<file path="src/rtl/core/fpa_pkg.sv">
package fpa_pkg;
    localparam int FRAC_BITS_DEF = 8;
    localparam int W = 32;
    localparam int MAG_W = 64;

    typedef enum logic [3:0] {
        K_ADD = 4'd0, K_SUB = 4'd1, K_MUL = 4'd2, K_DIV = 4'd3, K_MIN = 4'd4,
        K_MAX = 4'd5, K_INC = 4'd6, K_DEC = 4'd7, K_TOINT = 4'd8, K_FROMINT = 4'd9
    } t_kind;

    typedef enum logic [1:0] {
        ST_OK = 2'd0, ST_OVF = 2'd1, ST_DIVZ = 2'd2
    } t_status;

    typedef struct packed {
        logic [3:0]         kind;
        logic signed [31:0] operand_a;
        logic signed [31:0] operand_b;
    } t_in;

    typedef struct packed {
        logic signed [31:0] result_raw;
        logic               a_less;
        logic               a_equal;
        logic               a_greater;
        logic [1:0]         status;
    } t_out;

    // Item context carried alongside the divider chain.
    typedef struct packed {
        logic               valid;
        logic [3:0]         kind;
        logic signed [31:0] a;
        logic signed [31:0] b;
        logic               neg;
    } t_ctx;

    function automatic t_out sat(input logic signed [65:0] x, input t_out o);
        t_out r;
        r = o;
        if (x > 66'sd2147483647) begin
            r.result_raw = 32'sh7FFFFFFF;
            r.status = ST_OVF;
        end else if (x < -66'sd2147483648) begin
            r.result_raw = 32'sh80000000;
            r.status = ST_OVF;
        end else begin
            r.result_raw = x[31:0];
        end
        return r;
    endfunction
endpackage

</file>
<file path="src/rtl/core/fpa_cell.sv">
module fpa_cell import fpa_pkg::*; (
    input  logic             i_clk,
    input  logic             i_rst_n,
    input  t_ctx             i_ctx,
    input  logic [MAG_W-1:0] i_rem,
    input  logic [MAG_W-1:0] i_num,
    input  logic [W-1:0]     i_quo,
    output t_ctx             o_ctx,
    output logic [MAG_W-1:0] o_rem,
    output logic [MAG_W-1:0] o_num,
    output logic [W-1:0]     o_quo
);
    // One restoring step of the long division: a single quotient bit.
    logic [MAG_W-1:0] n_rem;
    logic [MAG_W-1:0] trial;
    logic [MAG_W-1:0] dmag;

    always_comb begin
        dmag  = {{(MAG_W-W){1'b0}}, (i_ctx.b < 0) ? -i_ctx.b : i_ctx.b};
        n_rem = {i_rem[MAG_W-2:0], i_num[MAG_W-1]};
        trial = n_rem - dmag;
    end

    always_ff @(posedge i_clk) begin
        if (!i_rst_n) begin
            o_ctx.valid <= 1'b0;
        end else begin
            o_ctx.valid <= i_ctx.valid;
        end
        o_ctx.kind <= i_ctx.kind;
        o_ctx.a    <= i_ctx.a;
        o_ctx.b    <= i_ctx.b;
        o_ctx.neg  <= i_ctx.neg;
        o_num      <= {i_num[MAG_W-2:0], 1'b0};
        if (n_rem >= dmag) begin
            o_rem <= trial;
            o_quo <= {i_quo[W-2:0], 1'b1};
        end else begin
            o_rem <= n_rem;
            o_quo <= {i_quo[W-2:0], 1'b0};
        end
    end
endmodule

</file>
<file path="config.mk">
export PLATFORM = sky130hd
export DESIGN_NAME = fpa_cell
export DESIGN_NICKNAME = d
export VERILOG_FILES = /design/src/rtl/core/fpa_pkg.sv /design/src/rtl/core/fpa_cell.sv
export SDC_FILE = /design/constraint.sdc
export NUM_CORES = 1
export LEC_CHECK = 0
export BUFFER_PORTS_ARGS = -buffer_cell sky130_fd_sc_hd__buf_4
export CAP_MARGIN = 0
export CORE_UTILIZATION = 25
export CTS_CLUSTER_SIZE = 14
export DETAILED_ROUTE_END_ITERATION = 6
export PLACE_DENSITY = 0.48
export SYNTH_ARGS = -nofsm -noshare
export SYNTH_HDL_FRONTEND = slang
export SYNTH_SLANG_ARGS = --single-unit
</file>
<file path="constraint.sdc">
create_clock -name i_clk -period 6.55 [get_ports i_clk]
set_input_delay 0.3275 -clock i_clk [delete_from_list [all_inputs] [get_ports i_clk]]
set_output_delay 0.3275 -clock i_clk [all_outputs]
set_load 0.01 [all_outputs]
</file>
======== After elaboration in Yosys (flattened, before gate mapping) ========
Cells that the tools add are included.
word-level totals
  register bits after elaboration ......... 229
  latch bits .............................. 0
  memory bits (writable) .................. 0
  ROM bits ................................ 0
  bits of input ports ..................... 232
  output and inout port bits .............. 230
  word-level logic and storage cells ...... 15
  memories ................................ 0
cells by class
  add/subtract/negate cells ............... 2
  $mul .................................... 0
  div/mod/pow operators ................... 0
  order comparisons ....................... 2
  equality and inequality tests ........... 0
  shifts and indexed selects .............. 0
  mux-type cells .......................... 3
  bitwise logic cells ..................... 0
  reductions and logical operators ........ 0
operators by type and width
  operator               number
  $ge A64 B32 Y1         1
  $mux W64               1
  $sub A64 B32 Y64       1
  $lt A32 B1 Y1 const B  1
  $mux W32               1
  $neg A32 Y32           1
  $mux W1                1

======== Longest topological paths before layout ========
Gate-level depths: netlist (run 1).
  depth after elaboration ................. 4
  mapped depth ............................ 20
  mapped depth without buffers ............ 18

======== Worst setup path after synthesis (run 1) ========
OpenSTA, ideal clock, no wires.
  path type ............................... input to register
  start point ............................. input i_ctx[4] (netlist bit)
  end point ............................... register o_rem[51]
  arrival time ............................ 4.830 ns
  required time ........................... 6.432 ns
  path slack .............................. 1.602 ns
  stages .................................. 17
  buffers on the path ..................... 0
  cell sequence ........................... or3_1 > or4_4 > nand2b_1 > nand2b_1 > or3_1 > or4_1 > o21ai_0 > xor2_1 > ha_1 > nand4_1 > nor3_1 > nand4_1 > o21bai_4 > a211oi_4 > nor4_1 > nand3_1 > xnor2_1
between the ends
  cells in the longest elaborated chain, start to end .. 4
RTL lines
  what                                                       line                            source
  start: declaration                                         fpa_cell.sv:4                   input t_ctx i_ctx,
  $neg A32 Y32 / $lt A32 B1 Y1 (equally long branches)       fpa_cell.sv:19                  dmag = {{(MAG_W-W){1'b0}}, (i_ctx.b < 0) ? -i_ctx.b : i_ctx.b};
  $mux W32 (*)                                               fpa_cell.sv:19
  $sub A64 B32 Y64 / $ge A64 B32 Y1 (equally long branches)  fpa_cell.sv:21, fpa_cell.sv:35
  $mux W64 (*)                                               fpa_cell.sv:35                  if (n_rem >= dmag) begin
  end signal: assignment                                     fpa_cell.sv:36                  o_rem <= trial;
  end signal: assignment                                     fpa_cell.sv:39                  o_rem <= n_rem;
  end: declaration                                           fpa_cell.sv:9                   output logic [MAG_W-1:0] o_rem,
Mark *: on every way between the ends. The rest lies on a longest branch, timed or not.
A chain may end at the register's enable or synchronous reset.

======== Final worst setup path (run 1) ========
  start point ............................. input i_ctx[4] (netlist bit)
  end point ............................... register o_rem[10]
The elaborated chain is that of the path after synthesis.

==> impl_metrics.toml, run 1 <==
[status]
status = "finished, final reports clean"

[clocking]
clock_tree.buffer_depth = 3
cts_tree = "done"
cts_resized = 0
clk_pin_slew_ns = 0.06
clock-root-buffer = "clkbuf_16"
clock_sinks = 229
cts_inserted_buffers = 27
cts.htree.levels = 1

[pwr]
switching_share_pct = 26.7
finalPower_uw = 4290
p_leak_uw = 0.00686
power.internal_uw = 3150
power_density_nw_per_um2 = 277
p_switching_uw = 1140
combPwrFrac_pct = 21.6
ir_worst_vdd_v = 0.000227
pwr-share-seq_pct = 36.6
p_clk_share_pct = 41.8

[synth]
yosysWarnings = 0
yosys.area.top_type = "dfxtp_1"
synth_edf_count = 0
synthFlopType = "dfxtp_1"
synth_top_area_share_pct = 55.2
synth_area_sq_um = 8300
ys_types = 57
syn-instance-count = 811
ys_ff_latch = 229
synth.area.top_cells = "dfxtp_1 (55%), xor2_1 (5.5%), ha_1 (5.0%)"
synth_most_common_cell = "dfxtp_1"
synth_fp_nets = 1077
yosysSeqAreaShare_pct = 55.2
async_flop_share_pct = 0
avgSynthCellArea_sq_um = 10.2
synthTopCellsByCount = "dfxtp_1 (229), nand2_1 (87), o21ai_0 (63), xor2_1 (52), nor2_1 (44)"

[global_routing]
grt_max_degree = 33
grt_pass1_vias = 8692
track_usage_pct = 21.2
antenna_found_initial = 5
grt_pass1_wl_microns = 52900
grt_overflow = 0

[layout]
num-nets-final = 1766
layout-drive-gt1-share_pct = 34.5
area_growth_pct = 86.8
fin_util_pct = 47.5

[floorplanning]
die_h_microns = 184
ios = 462
rows = 66
dieWidth_microns = 184
initial_utilization_pct = 25.4
die_area_sq_um = 33900
core_sq_um = 32600

[route]
route.detailed.drc = 0
ant_nets = 0
viasPerCell = 4.37
drt_iter0_markers = 460
vias = 8605
first_pass_iters = 5
wl_per_cell_microns = 19.0
drt_wl_total_microns = 37500

[placed_design]
place_congestion = 0.876
dp_hpwl_microns = 28900
port_buffers = 458

[timing]
fin_crit_ns = 6.06
hold_violations = 0
rsz0062_at_grt = "false"
max_freq_mhz = 165
period_share_pct = 92.6
worst_pin_slew_ns = 1.05
setup_violations = 0
tns_ns = 0
finalMaxSlewViolations = 0
maxSlewHeadroom_pct = 28.0

[job]
max_cap_viol_count = 0

[worst_hold_path]
hp-class = "input port to flip-flop"

[worst_setup_path]
path_class = "input port to flip-flop"
path_max_fanout = 29
worstPathRequired_ns = 6.99
endpoint_kind = "flip-flop"
start_kind = "input port"
critPathArrivalTime_ns = 6.50
==> state kept, by name, indices dropped and copies added (netlist names) <==
name / flops
o_num: 63
o_ctx: 70
o_quo: 32
o_rem: 64
==> final timing paths <==
path,start,end,cells after the start
max,i_ctx[4],o_rem[10]$_DFF_P_,18
min,i_rem[33],o_rem[34]$_DFF_P_,2
==> layout make-up <==
| type | instances | area (sq um) |
|---|---|---|
| fill | 3059 | 17100 |
| timing repair buffer | 684 | 5690 |
| sequential | 229 | 4580 |
| multi-input combinational | 549 | 3560 |
| clock buffer | 31 | 711 |
| tap | 442 | 553 |
| clock inverter | 19 | 357 |
| inverter | 9 | 36.3 |
| antenna | 5 | 12.5 |
==> timing repair <==
item | CTS | global route
hold endpoints to repair | 220 | 0
hold buffers | 221 | 0
setup buffers | 0 | 0
==> worst max-delay path, stage by stage <==
cell and delay, ns:
dlygate4sd3_1 0.53, buf_4 0.14, or3_1 0.40, or4_4 0.47, nand2b_1 0.19, nand2b_1 0.22, or3_1 0.41, or4_1 0.48
or4b_1 0.58, ha_1 0.38, a21oi_1 0.19, o21ai_0 0.25, a21oi_1 0.29, nand2_1 0.13, a211oi_4 0.40, or2_2 0.59
buf_4 0.35, o21ai_0 0.13
==> cell usage in the layout, fill, tap and decap left out, types with 3 or more instances in the layout <==
| master | Yosys | routed |
|---|---|---|
| a211oi_1 | 3 | 3 |
| a21o_1 | 7 | 7 |
| a21oi_1 | 41 | 41 |
| a31oi_1 | 3 | 3 |
| and2_1 | 8 | 8 |
| buf_4 | 4 | 463 |
| bufinv_16 | 0 | 9 |
| clkbuf_16 | 0 | 27 |
| clkinvlp_4 | 0 | 4 |
| dfxtp_1 | 229 | 229 |
| diode_2 | 0 | 5 |
| dlygate4sd3_1 | 0 | 221 |
| ha_1 | 33 | 33 |
| inv_1 | 8 | 8 |
| nand2_1 | 87 | 87 |
| nand2b_1 | 11 | 11 |
| nand3_1 | 15 | 15 |
| nand4_1 | 22 | 22 |
| nor2_1 | 44 | 44 |
| nor2b_1 | 3 | 3 |
| nor3_1 | 17 | 17 |
| nor4_1 | 19 | 19 |
| o211ai_1 | 8 | 8 |
| o21a_1 | 5 | 5 |
| o21ai_0 | 63 | 63 |
| o31ai_1 | 9 | 9 |
| o41ai_1 | 5 | 5 |
| or2_2 | 5 | 5 |
| or3_1 | 9 | 9 |
| or4_1 | 8 | 8 |
| xnor2_1 | 37 | 37 |
| xor2_1 | 52 | 52 |
==> metrics by stage <==
stage,instance area [sq um],hold WS (ns),cells,worst slack (ns)
2_1_floorplan,8300,0.355,811,1.60
3_3_place_gp,12200,0.432,1692,0.621
3_5_place_dp,12200,0.433,1692,0.484
4_1_cts,15500,0.000952,1963,0.527
5_1_grt,15500,0.0263,1965,0.125
6_report,15500,0.0256,1968,0.485
==> metal layers <==
metal	vias up	global-route usage, %	share of wire (%)
met3	58	5.28	6.8
met1	3960	24.3	40
met2	338	38.1	49
met4	0	7.43	3.7
met5	-	0	0
li1	4249	-	-
==> cell families (layout without fill, tap and decap cells) <==
logic type	count (synthesis)	after routing	share of synthesized area (%)
DFF	229	229	55.2
xor gates and xnor gates	89	89	9.39
AOI/OAI and AO/OA	161	161	12.0
muxes	2	2	0.302
and+or+nand+nor	262	262	15.9
adders and majority gates	34	34	5.22
other	1	6	0.0452
buffers and inverters	33	743	1.87
==> power by group through the flow <==
stage	combinational, uW	clock, uW	sequential, uW
floorplan	293	0	1660
global placement	814	0	1600
detailed placement	816	0	1600
CTS	933	1840	1570
global route	1010	1890	1580
finish	928	1790	1570
Note: power is estimated with default switching activity, not from simulation.
==> run 2: changes to the inputs <==
PLACE_DENSITY = 0.5   (was 0.48)
RECOVER_POWER = 100   (was unset)
clock period = 5.35 ns   (was 6.55 ns; I/O delays follow)
==> run 2 against run 1 <==
  * Clock power grew 13%
  * Sequential share of layout area grew 1.7 points
  * Die area is the same
  * Combinational power grew 9.9%
  * Highest routed layer is now met5
  * First-iteration DRC count shrank 30%
==> impl_metrics.toml, run 2 (synthesis results as in run 1) <==
[status]
status = "finished, final reports clean"

[timing]
max_freq_mhz = 196
fin_crit_ns = 5.11
finalMaxSlewViolations = 0
holdWs_ns = 0.367
maxSlewHeadroom_pct = 13.4
period_share_pct = 95.4
hold_violations = 0
setup_violations = 0
worst_pin_slew_ns = 1.30

[placed_design]
place_congestion = 0.848
placed_area_sq_um = 12300
dp.cells = 1706
port_buffers = 458
dp_hpwl_microns = 29400

[floorplanning]
ios = 462
die_h_microns = 184
die_area_sq_um = 33900
initial_utilization_pct = 25.4
rows = 66
core_sq_um = 32600
dieWidth_microns = 184

[pwr]
ir_worst_vdd_v = 0.000250
power.internal_uw = 3590
p_clk_share_pct = 40.8
combPwrFrac_pct = 20.5
p_leak_uw = 0.00597
pwr-share-seq_pct = 38.6
p_switching_uw = 1360
switching_share_pct = 27.5
power_density_nw_per_um2 = 337

[worst_setup_path]
path_class = "input port to flip-flop"
worstPathRequired_ns = 5.80
endpoint_kind = "flip-flop"
path_max_fanout = 7
critPathArrivalTime_ns = 5.56
start_kind = "input port"

[layout]
largest_reg_flops = 70
area_growth_pct = 76.8
final_common_cell = "clkbuf_1"
num-nets-final = 1789
final_cell_mix = "clkbuf_1 (269), dlygate4sd3_1 (229), dfxtp_1 (229)"
max_flop_register = "o_ctx"
layout-drive-gt1-share_pct = 18.3
fin_util_pct = 45.0
reg_top3 = "o_ctx: 70 flops, o_rem: 64 flops, o_num: 63 flops"
stdcell_area_sq_um = 14700
fin_cells = 1988

[job]
max_cap_viol_count = 0

[global_routing]
track_usage_pct = 21.4
grt_overflow = 0
grt_max_degree = 43
antenna_found_initial = 12
grt_pass1_wl_microns = 53400
grt_pass1_vias = 8693

[route]
drt_iter0_markers = 322
viasPerCell = 4.40
first_pass_iters = 5
drt_wl_total_microns = 37800
route.detailed.drc = 0
vias = 8755
wl_per_cell_microns = 19.0
ant_nets = 0

[clocking]
clock_tree.buffer_depth = 3
cts_inserted_buffers = 27
clk_pin_slew_ns = 0.06
clock_sinks = 229
clock-root-buffer = "clkbuf_16"
cts_tree = "done"
cts.htree.levels = 1

[worst_hold_path]
hp-class = "input port to flip-flop"
[run 2: cell count changes in the layout (fill, tap and decap cells not counted), sizes merged, moves of 2 or more]
cell         change
clkbuf         +394
buf            -376
dlygate4sd3      +8
bufinv           -3
clkinvlp         -3
clkinv           +2
[run 2: area by class of cell]
| type | count | area (sq um) |
|---|---|---|
| Sequential cell | 229 | 4580 |
| Clock buffer | 34 | 732 |
| Tap cell | 442 | 553 |
| Multi-Input combinational cell | 549 | 3610 |
| Timing Repair Buffer | 707 | 4900 |
| Clock inverter | 14 | 245 |
| Fill cell | 3291 | 17900 |
| Inverter | 9 | 36.3 |
| Antenna cell | 4 | 10.0 |
[run 2: repair_timing]
item | CTS | global route
setup endpoints to repair | 0 | 57
hold buffers | 229 | 0
hold endpoints to repair | 228 | 0
setup buffers | 0 | 1
gates resized for setup | 0 | 13
[run 2: worst max-delay path, cell delays in order]
cell           delay (ns)
dlygate4sd3_1        0.54
buf_4                0.15
or3_1                0.40
or4_4                0.43
nand2b_1             0.19
nand2b_1             0.22
or3_1                0.42
or4_4                0.45
or4b_4               0.56
ha_4                 0.32
nand3_1              0.11
nor2_2               0.15
nand4_1              0.17
o21bai_4             0.18
a211oi_4             0.05
buf_4                0.18
nor4_2               0.24
buf_4                0.21
nand4_1              0.13
xnor2_1              0.18
[run 2: power groups by stage]
stage                     clock [uW]  combinational, uW  sequential (uW)
after floorplan                    0                359             2030
after global placement             0               1010             1950
after detailed placement           0               1010             1950
after CTS                       2090               1170             1920
after global routing            2160               1110             1930
final                           2020               1020             1910
[run 2: through the flow]
step | power [uW] | TNS [ns] | setup WS, ns
4_1_cts | 5170 | 0 | 0.0754
6_report | 4950 | 0 | 0.244
5_1_grt | 5190 | -0.00779 | -0.00779
3_5_place_dp | 2970 | 0 | 0.0422
3_3_place_gp | 2960 | 0 | 0.162
2_1_floorplan | 2390 | 0 | 0.462
[run 2: path summary, 6_finish.rpt]
| path | depth (start not counted) | endpoint | from | slack [ns] |
|---|---|---|---|---|
| setup / recovery | 20 | o_rem[62]$_DFF_P_ | i_ctx[4] | 0.24 |
| hold / removal | 2 | o_num[31]$_DFF_P_ | i_num[30] | 0.37 |
[run 2: layer usage]
metal | GRT usage [%] | part of all wire (%)
met5 | 0 | 0.16
met4 | 7.30 | 3.0
met3 | 5.32 | 6.3
met2 | 39.3 | 50
met1 | 23.9 | 40
==> run 3: changes to the inputs <==
ABC_AREA = 1   (was unset)
GPL_ROUTABILITY_DRIVEN = 0   (was unset)
PLACE_DENSITY = 0.48   (was 0.5)
==> run 3 against run 2 <==
  * Critical path depth down 2
  * Count of clock-buffer cells in the layout up 5
  * Synthesized cell count up 71%
==> impl_metrics.toml, run 3 <==
[status]
status = "finished, final reports clean"

[clocking]
cts_resized = 0
clock-root-buffer = "clkbuf_16"
clk_pin_slew_ns = 0.06
clock_sinks = 229
clock_tree.buffer_depth = 3
cts_inserted_buffers = 29
cts_tree = "done"
cts.htree.levels = 1

[route]
viasPerCell = 4.29
ant_nets = 0
route.detailed.drc = 0
drt_wl_total_microns = 47000
vias = 11200
drt_iter0_markers = 571
first_pass_iters = 5
wl_per_cell_microns = 18.0

[floorplanning]
die_h_microns = 202
initial_utilization_pct = 25.5
core_sq_um = 39000
dieWidth_microns = 202
rows = 72
ios = 462
die_area_sq_um = 40700

[timing]
max_freq_mhz = 215
rsz0062_at_grt = "false"
fin_crit_ns = 4.66
finalMaxSlewViolations = 0
worst_pin_slew_ns = 0.940
period_share_pct = 87.1
hold_violations = 0
holdWs_ns = 0.0175
setup_violations = 0
maxSlewHeadroom_pct = 37.3
tns_ns = 0

[global_routing]
track_usage_pct = 22.8
grt_pass1_wl_microns = 69200
antenna_found_initial = 6
grt_pass1_vias = 11400
grt_overflow = 0
grt_max_degree = 47

[worst_setup_path]
critPathArrivalTime_ns = 5.09
start_kind = "input port"
endpoint_kind = "flip-flop"
worstPathRequired_ns = 5.78
path_max_fanout = 46
path_class = "input port to flip-flop"

[layout]
fillers = 4179
reg_top3 = "o_ctx: 70 flops, o_rem: 64 flops, o_num: 63 flops"
final_cell_mix = "nand2_1 (447), clkbuf_1 (267), dfxtp_1 (229)"
num-nets-final = 2343
area_growth_pct = 61.2
largest_reg_flops = 70
final_common_cell = "nand2_1"
fin_util_pct = 41.2
max_flop_register = "o_ctx"
layout-drive-gt1-share_pct = 12.5

[synth]
synth_top_area_share_pct = 46.0
yosys.area.top_type = "dfxtp_1"
yosysWarnings = 0
synth_edf_count = 0
synth_fp_nets = 1651
ys_types = 33
yosysSeqAreaShare_pct = 46.0
avgSynthCellArea_sq_um = 7.19
synth_area_sq_um = 9960
synthFlopType = "dfxtp_1"
ys_ff_latch = 229
synthTopCellsByCount = "nand2_1 (447), dfxtp_1 (229), inv_1 (203), nor2_1 (140), nand3_1 (74)"
syn-instance-count = 1385
synth.area.top_cells = "dfxtp_1 (46%), nand2_1 (17%), inv_1 (7.6%)"
async_flop_share_pct = 0
synth_most_common_cell = "nand2_1"

[pwr]
pwr-share-seq_pct = 38.7
ir_worst_vdd_v = 0.000263
switching_share_pct = 30.0
power_density_nw_per_um2 = 309
combPwrFrac_pct = 23.1
power.internal_uw = 3470
p_leak_uw = 0.00752
p_switching_uw = 1490
p_clk_share_pct = 38.3

[worst_hold_path]
hp-class = "input port to flip-flop"

[job]
max_cap_viol_count = 0

[placed_design]
port_buffers = 458
dp_hpwl_microns = 38800
[run 3: cell count changes in the layout (fill, tap and decap cells not counted), sizes merged, moves of 14 or more]
cell and delta:
dlygate4sd3 -14, nor2 +101, a21oi +14, xor2 -23, nand2 +363, nand3 +60, nor4 -18, buf -19
inv +204
[run 3: layer usage]
metal	share of wire, %	vias up	global-route usage (%)
li1	-	5672	-
met5	0.057	-	0
met3	5.5	96	3.84
met4	4.0	4	8.77
met1	42	5029	27.1
met2	49	416	40.5
[run 3: stage by stage]
stage          worst slack [ns]  total power (uW)  cell area, sq um  instances
2_1_floorplan              2.28              2470              9960       1385
3_3_place_gp               1.20              3110             14000       2349
3_5_place_dp               1.10              3110             14000       2349
4_1_cts                    1.10              5180             17000       2612
5_1_grt                   0.323              5200             16100       2613
6_report                  0.691              4960             16100       2614
[run 3: path summary, 6_finish.rpt]
check                 cells past startpoint  startpoint                end  slack [ns]
worst max-delay path                     18   i_ctx[32]  o_rem[25]$_DFF_P_        0.69
worst min-delay path                      3   i_rem[40]  o_rem[41]$_DFF_P_        0.02
[run 3: power by group through the flow]
stage	clock network (uW)	logic [uW]	registers [uW]
floorplan	0	444	2030
CTS	1960	1290	1920
global route	2010	1250	1930
global placement	0	1150	1960
finish	1900	1140	1920
detailed placement	0	1150	1960
[run 3: area by class of cell]
type / count / area (sq um) / share of cell area (%)
Tap cell: 518 / 648 / 4.04
Clock buffer: 39 / 813 / 5.06
Antenna cell: 2 / 5.00 / 0.0312
Inverter: 214 / 803 / 5.00
Clock inverter: 9 / 111 / 0.693
Multi-Input combinational cell: 927 / 4460 / 27.8
Sequential cell: 229 / 4580 / 28.5
Timing Repair Buffer: 676 / 4630 / 28.8
[run 3: cell families after synthesis]
family	synth area share (%)
AO/OA/AOI/OAI	5.81
XOR/XNOR	4.66
adder cells (fa/ha/maj)	4.34
buffers and inverters	9.12
flip-flops	46.0
other	0.0376
AND/OR/NAND/NOR	30.0
[run 3: repair_timing]
action | 4_1_cts | 5_1_grt
buffers inserted | 0 | 0
hold endpoints to repair | 214 | 0
hold buffers | 215 | 0
[run 3: critical path, cell delays in order]
cell,delay (ns)
dlygate4sd3_1,0.55
clkbuf_1,0.71
inv_1,0.47
o21ai_0,0.31
xor2_1,0.36
ha_1,0.36
nand2_1,0.17
inv_1,0.05
nand2_1,0.08
nand2_1,0.08
a21oi_1,0.14
nand2_1,0.14
nand2_1,0.11
nand3_1,0.49
inv_2,0.18
buf_4,0.39
nand2_1,0.08
o21ai_0,0.13
